===== src/isqrt_pkg.sv =====
// shared constants for the integer square root block
package isqrt_pkg;

    // width of the root word on the output port
    localparam int unsigned ROOT_W = 16;

    // stage handshake status bits
    typedef struct packed {
        logic vld;
        logic rdy;
    } stage_hs_t;

endpackage


===== src/integer_square_root.sv =====
// integer square root top level: one restoring step per pipeline stage
// the root is shown straight from the last stage's root register
// throughput: one word per cycle while out_ready holds, one root bit settled in each stage's add and compare
// a stalled output fills empty stages first, then holds each stage in place
// reset: rst_n clears every stage valid bit asynchronously, data registers are not reset
// the pipeline takes a new word in the first cycle after reset is released
module integer_square_root #(
    parameter int IN_WIDTH = 32
) (
    input  logic                                  clk,
    input  logic                                  rst_n,
    input  logic                                  in_valid,
    output logic                                  in_ready,
    input  logic [IN_WIDTH-1:0]                   radicand,
    output logic                                  out_valid,
    input  logic                                  out_ready,
    output logic [isqrt_pkg::ROOT_W-1:0]          root
);

    localparam int NSTEPS = (IN_WIDTH + 1) / 2;
    localparam int XW     = IN_WIDTH + isqrt_pkg::ROOT_W;

    // per-stage handshake, index NSTEPS is the output side
    isqrt_pkg::stage_hs_t hs [NSTEPS+1];

    logic                vld_reg   [NSTEPS];
    logic [IN_WIDTH-1:0] rem_reg   [NSTEPS];
    logic [IN_WIDTH-1:0] root_reg  [NSTEPS];
    logic [IN_WIDTH-1:0] rem_in    [NSTEPS];
    logic [IN_WIDTH-1:0] root_in   [NSTEPS];
    logic [IN_WIDTH-1:0] rem_next  [NSTEPS];
    logic [IN_WIDTH-1:0] root_next [NSTEPS];
    logic [XW-1:0]       root_ext;

    // output side of the chain
    assign hs[NSTEPS].rdy = out_ready;
    assign hs[NSTEPS].vld = vld_reg[NSTEPS-1];

    genvar k;
    generate
        for (k = 0; k < NSTEPS; k++) begin : g_stage
            localparam logic [IN_WIDTH-1:0] BIT =
                {{(IN_WIDTH-1){1'b0}}, 1'b1} << (2 * (NSTEPS - 1 - k));

            logic [IN_WIDTH:0] trial;
            logic              take;

            // stage inputs: the port for the first stage, the previous stage otherwise
            if (k == 0) begin : g_first
                assign hs[0].vld  = in_valid;
                assign rem_in[0]  = radicand;
                assign root_in[0] = '0;
            end
            else begin : g_rest
                assign hs[k].vld  = vld_reg[k-1];
                assign rem_in[k]  = rem_reg[k-1];
                assign root_in[k] = root_reg[k-1];
            end

            // a stage can load when empty or when its word moves on
            assign hs[k].rdy = !vld_reg[k] || hs[k+1].rdy;

            // one restoring step: try root plus bit against the remainder
            assign trial        = {1'b0, root_in[k]} + {1'b0, BIT};
            assign take         = {1'b0, rem_in[k]} >= trial;
            assign rem_next[k]  = take ? rem_in[k] - trial[IN_WIDTH-1:0] : rem_in[k];
            assign root_next[k] = take ? (root_in[k] >> 1) + BIT : root_in[k] >> 1;

            // stage valid bit
            always_ff @(posedge clk or negedge rst_n)
            begin
                if (!rst_n)
                begin
                    vld_reg[k] <= 1'b0;
                end
                else if (hs[k].rdy)
                begin
                    vld_reg[k] <= hs[k].vld;
                end
            end

            // stage data
            always_ff @(posedge clk)
            begin
                if (hs[k].rdy)
                begin
                    rem_reg[k]  <= rem_next[k];
                    root_reg[k] <= root_next[k];
                end
            end
        end
    endgenerate

    // ports
    assign in_ready  = hs[0].rdy;
    assign out_valid = hs[NSTEPS].vld;
    assign root_ext  = {{isqrt_pkg::ROOT_W{1'b0}}, root_reg[NSTEPS-1]};
    assign root      = root_ext[isqrt_pkg::ROOT_W-1:0];

`ifndef SYNTHESIS
    // an empty first stage always takes a word
    a_first_ready: assert property (@(posedge clk) disable iff (!rst_n)
        !vld_reg[0] |-> in_ready)
        else $error("first stage empty but input not ready");

    // a finished root leaves a remainder no larger than twice the root
    a_rem_bound: assert property (@(posedge clk) disable iff (!rst_n)
        out_valid |-> ({1'b0, rem_reg[NSTEPS-1]} <= {root_reg[NSTEPS-1], 1'b0}))
        else $error("remainder exceeds twice the root");

    // a word handed to the last stage is not dropped
    a_last_fill: assert property (@(posedge clk) disable iff (!rst_n)
        (hs[NSTEPS-1].vld && hs[NSTEPS-1].rdy) |=> out_valid)
        else $error("word lost entering the last stage");

    // an accepted radicand occupies the first stage next cycle
    a_enter: assert property (@(posedge clk) disable iff (!rst_n)
        (in_valid && in_ready) |=> vld_reg[0])
        else $error("accepted word missing from the first stage");
`endif

endmodule


===== config.mk =====
export PLATFORM = sky130hd
export DESIGN_NAME = integer_square_root
export DESIGN_NICKNAME = d
export VERILOG_FILES = /design/src/isqrt_pkg.sv /design/src/integer_square_root.sv
export SDC_FILE = /design/constraint.sdc
export NUM_CORES = 1
export LEC_CHECK = 0
export BUFFER_PORTS_ARGS = -buffer_cell sky130_fd_sc_hd__buf_2
export CAP_MARGIN = 20
export CORE_MARGIN = 2
export CORE_UTILIZATION = 46
export CTS_CLUSTER_SIZE = 25
export DETAILED_ROUTE_END_ITERATION = 8
export PLACE_DENSITY = 0.65
export SYNTH_ARGS = -nofsm -noshare
export SYNTH_HDL_FRONTEND = slang
export SYNTH_SLANG_ARGS = --single-unit

===== constraint.sdc =====
create_clock -name clk -period 8.8 [get_ports clk]
set_clock_uncertainty 0.05 [all_clocks]
set_input_delay 1.76 -clock clk [delete_from_list [all_inputs] [get_ports clk]]
set_output_delay 1.76 -clock clk [all_outputs]
set_load 0.005 [all_outputs]

==> impl_metrics.json <==
{
  "status": "finished, final reports clean",
  "synth.avg_cell_area_um2": 13.13,
  "switchingPower_mw": 3.435,
  "yosys.cell_count.top_type": "edfxtp_1",
  "largest_reg_flops": 480,
  "dp_hpwl_um": 43410,
  "swShare": 0.3185,
  "synth.distinct_cells": 73,
  "port_buffers": 53,
  "hold_class": "flip-flop to flip-flop",
  "fillerInstances": 5242,
  "io_pins": 54,
  "antenna_left": 0,
  "yosysWarnings": 0,
  "hold_violations": 0,
  "crit_required_ns": 6.99,
  "finalWeightedCongestion": 0.9424,
  "yosysSeqAreaShare": 0.6413,
  "wire_per_inst_um": 17.71,
  "synthFlopType": "edfxtp_1",
  "async_flop_share": 0.02532,
  "worstSkewPairLatency_ns": 0.61,
  "cts_root_buf": "clkbuf_16",
  "cts_inserted_buffers": 68,
  "grt_pass1_wl_um": 92810,
  "postLayoutCoreUtil": 0.5235,
  "pre_cts_ws_ns": 1.895,
  "ff2ff_path_depth": 8,
  "rsz0062_at_grt": "false",
  "routed_via_density": 5.464,
  "cap_violations": 0,
  "die_h_um": 257.1,
  "cts_tree": "built",
  "gr-total-overflow": 0,
  "cts_setup_buffers": 0,
  "power_mw": 10.78,
  "crit_fanout": 49,
  "p_clk_frac": 0.257,
  "ctsResizeCount": 0,
  "worstMarginPinSlew_ns": 1.080,
  "irDropWorstVdd_mv": 0.1986,
  "p_seq_frac": 0.469,
  "die-area_um2": 66110,
  "grt_max_degree": 50,
  "clockBufferDepth": 3,
  "syn-num-nets": 2431,
  "routed_wirelength_um": 57600,
  "synth-edff-count": 616,
  "coreArea_um2": 63200,
  "power_density_nw_per_um2": 326.0,
  "initialDrtViolationCount": 1250,
  "crit_path_end_kind": "output port",
  "dieWidth_um": 257.1,
  "route.detailed.drc": 0,
  "cts.sinks": 632,
  "clock.fmax_ghz": 0.1473,
  "drive_gt1_frac": 0.09015,
  "clk_pin_slew_worst_paths_ns": 0.06,
  "diodes": 0,
  "grt_use_total": 0.1749,
  "setup_slack_ns": 2.010,
  "area_delta_synth_final_pct": 12.25,
  "htree_num_levels": 3,
  "synthCells": 2245,
  "start_util": 0.4663,
  "detailroute.via_count": 17780,
  "finalSetupViolations": 0,
  "synth_area_leaders": "edfxtp_1, ha_1, xor2_1, xnor2_1, inv_1",
  "worst_ep_arrival_time_ns": 4.98,
  "final_net_count": 2542,
  "synth-seq-cells": 632,
  "grt_pass1_vias": 17760,
  "syn-cell-area_um2": 29470,
  "setup_tns_ns": 0,
  "p_leak_nw": 13.06,
  "combPwrFrac": 0.275,
  "holdBufCountCts": 0,
  "antenna_found_initial": 0,
  "yosysTopAreaCell": "edfxtp_1",
  "slew_headroom": 0.2797,
  "dr.pass1.iters": 6,
  "synthTopCellsByCount": "edfxtp_1, inv_1, ha_1",
  "min_period_ns": 6.790,
  "row_count": 92,
  "worstSetupPathType": "primary input to output port",
  "fin_crit_sh": 0.7715,
  "maxSlewViolCount": 0,
  "cp-start-kind": "primary input",
  "min_delay_path_depth": 0,
  "netlist.area_leader.share": 0.6277,
  "internal-power_mw": 7.350
}
==> layout by cell type (no fill, tap or decap), types with 62 or more instances in the layout <==
cell	count
nor3_1	62
xor2_1	95
ha_1	150
nor4_1	76
clkbuf_16	68
nand2_1	100
edfxtp_1	616
inv_1	185
nor2_1	146
o21ai_0	99
xnor2_1	94
a21oi_1	117
==> layer usage <==
metal,routed length [um],part of all wire,GRT usage,vias up
met5,0,0,0,-
met4,1842,0.032,0.06476,0
met3,2084,0.036,0.02975,120
met2,29790,0.52,0.3179,413
met1,23880,0.41,0.2069,8593
li1,-,-,-,8650
==> final cells by class <==
cell class                      count  area (um^2)  area share
Multi-Input combinational cell   1396         9766      0.2952
Tap cell                          846         1059     0.03200
Sequential cell                   632        18900      0.5713
Inverter                          187        701.9     0.02122
Clock buffer                       78         1739     0.05257
Clock inverter                     43        467.9     0.01415
Timing Repair Buffer               71        449.2     0.01358
==> path summary, 6_finish.rpt <==
check	start	end	slack, ns
min in group asynchronous	rst_n	hs[31]	1.06
worst min-delay path	rem_reg[1][97]	rem_reg[1][129]	0.39
worst min register to register	rem_reg[1][97]	rem_reg[1][129]	0.39
worst max-delay path	out_ready	in_ready	2.01
worst max register to register	out_valid	root_reg[3][23]	4.54
max in group asynchronous	rst_n	hs[5]	7.30
==> power groups by stage <==
stage	registers, mW	logic, mW	clock network, mW
floorplan	4.85	2.31	0
global placement	5.10	2.84	0
detailed placement	5.11	2.92	0
CTS	5.05	2.94	2.84
global route	5.14	3.34	2.96
finish	5.05	2.96	2.77
==> per-stage QoR <==
step                cells  cell area (um^2)  hold WS, ns
floorplan            2245             29470       0.3646
global placement     3127             30790       0.3787
detailed placement   3128             30810       0.3784
CTS                  3249             33020       0.3886
global route         3253             33080       0.3984
finish               3253             33080       0.3859
==> cell families (layout without fill, tap and decap cells) <==
group           after synthesis  in the layout  share of synthesized area
buf+inv                     217            379                    0.02857
fa+ha+maj                   150            150                    0.06369
mux                          32             32                    0.01206
xor+xnor                    189            189                    0.05617
simple gates                633            633                     0.1146
flops                       632            632                     0.6413
compound gates              392            392                    0.08368
==> worst max-delay path, cell delays in order <==
cell	delay [ns]
buf_2	0.09
nand2b_1	0.56
nor2_1	0.48
inv_2	0.45
nor2_1	0.42
nand3_2	0.13
nor3_1	0.42
nand4_1	0.16
buf_4	0.28
buf_2	0.19
No activity file was read; power rests on OpenSTA's default activity.
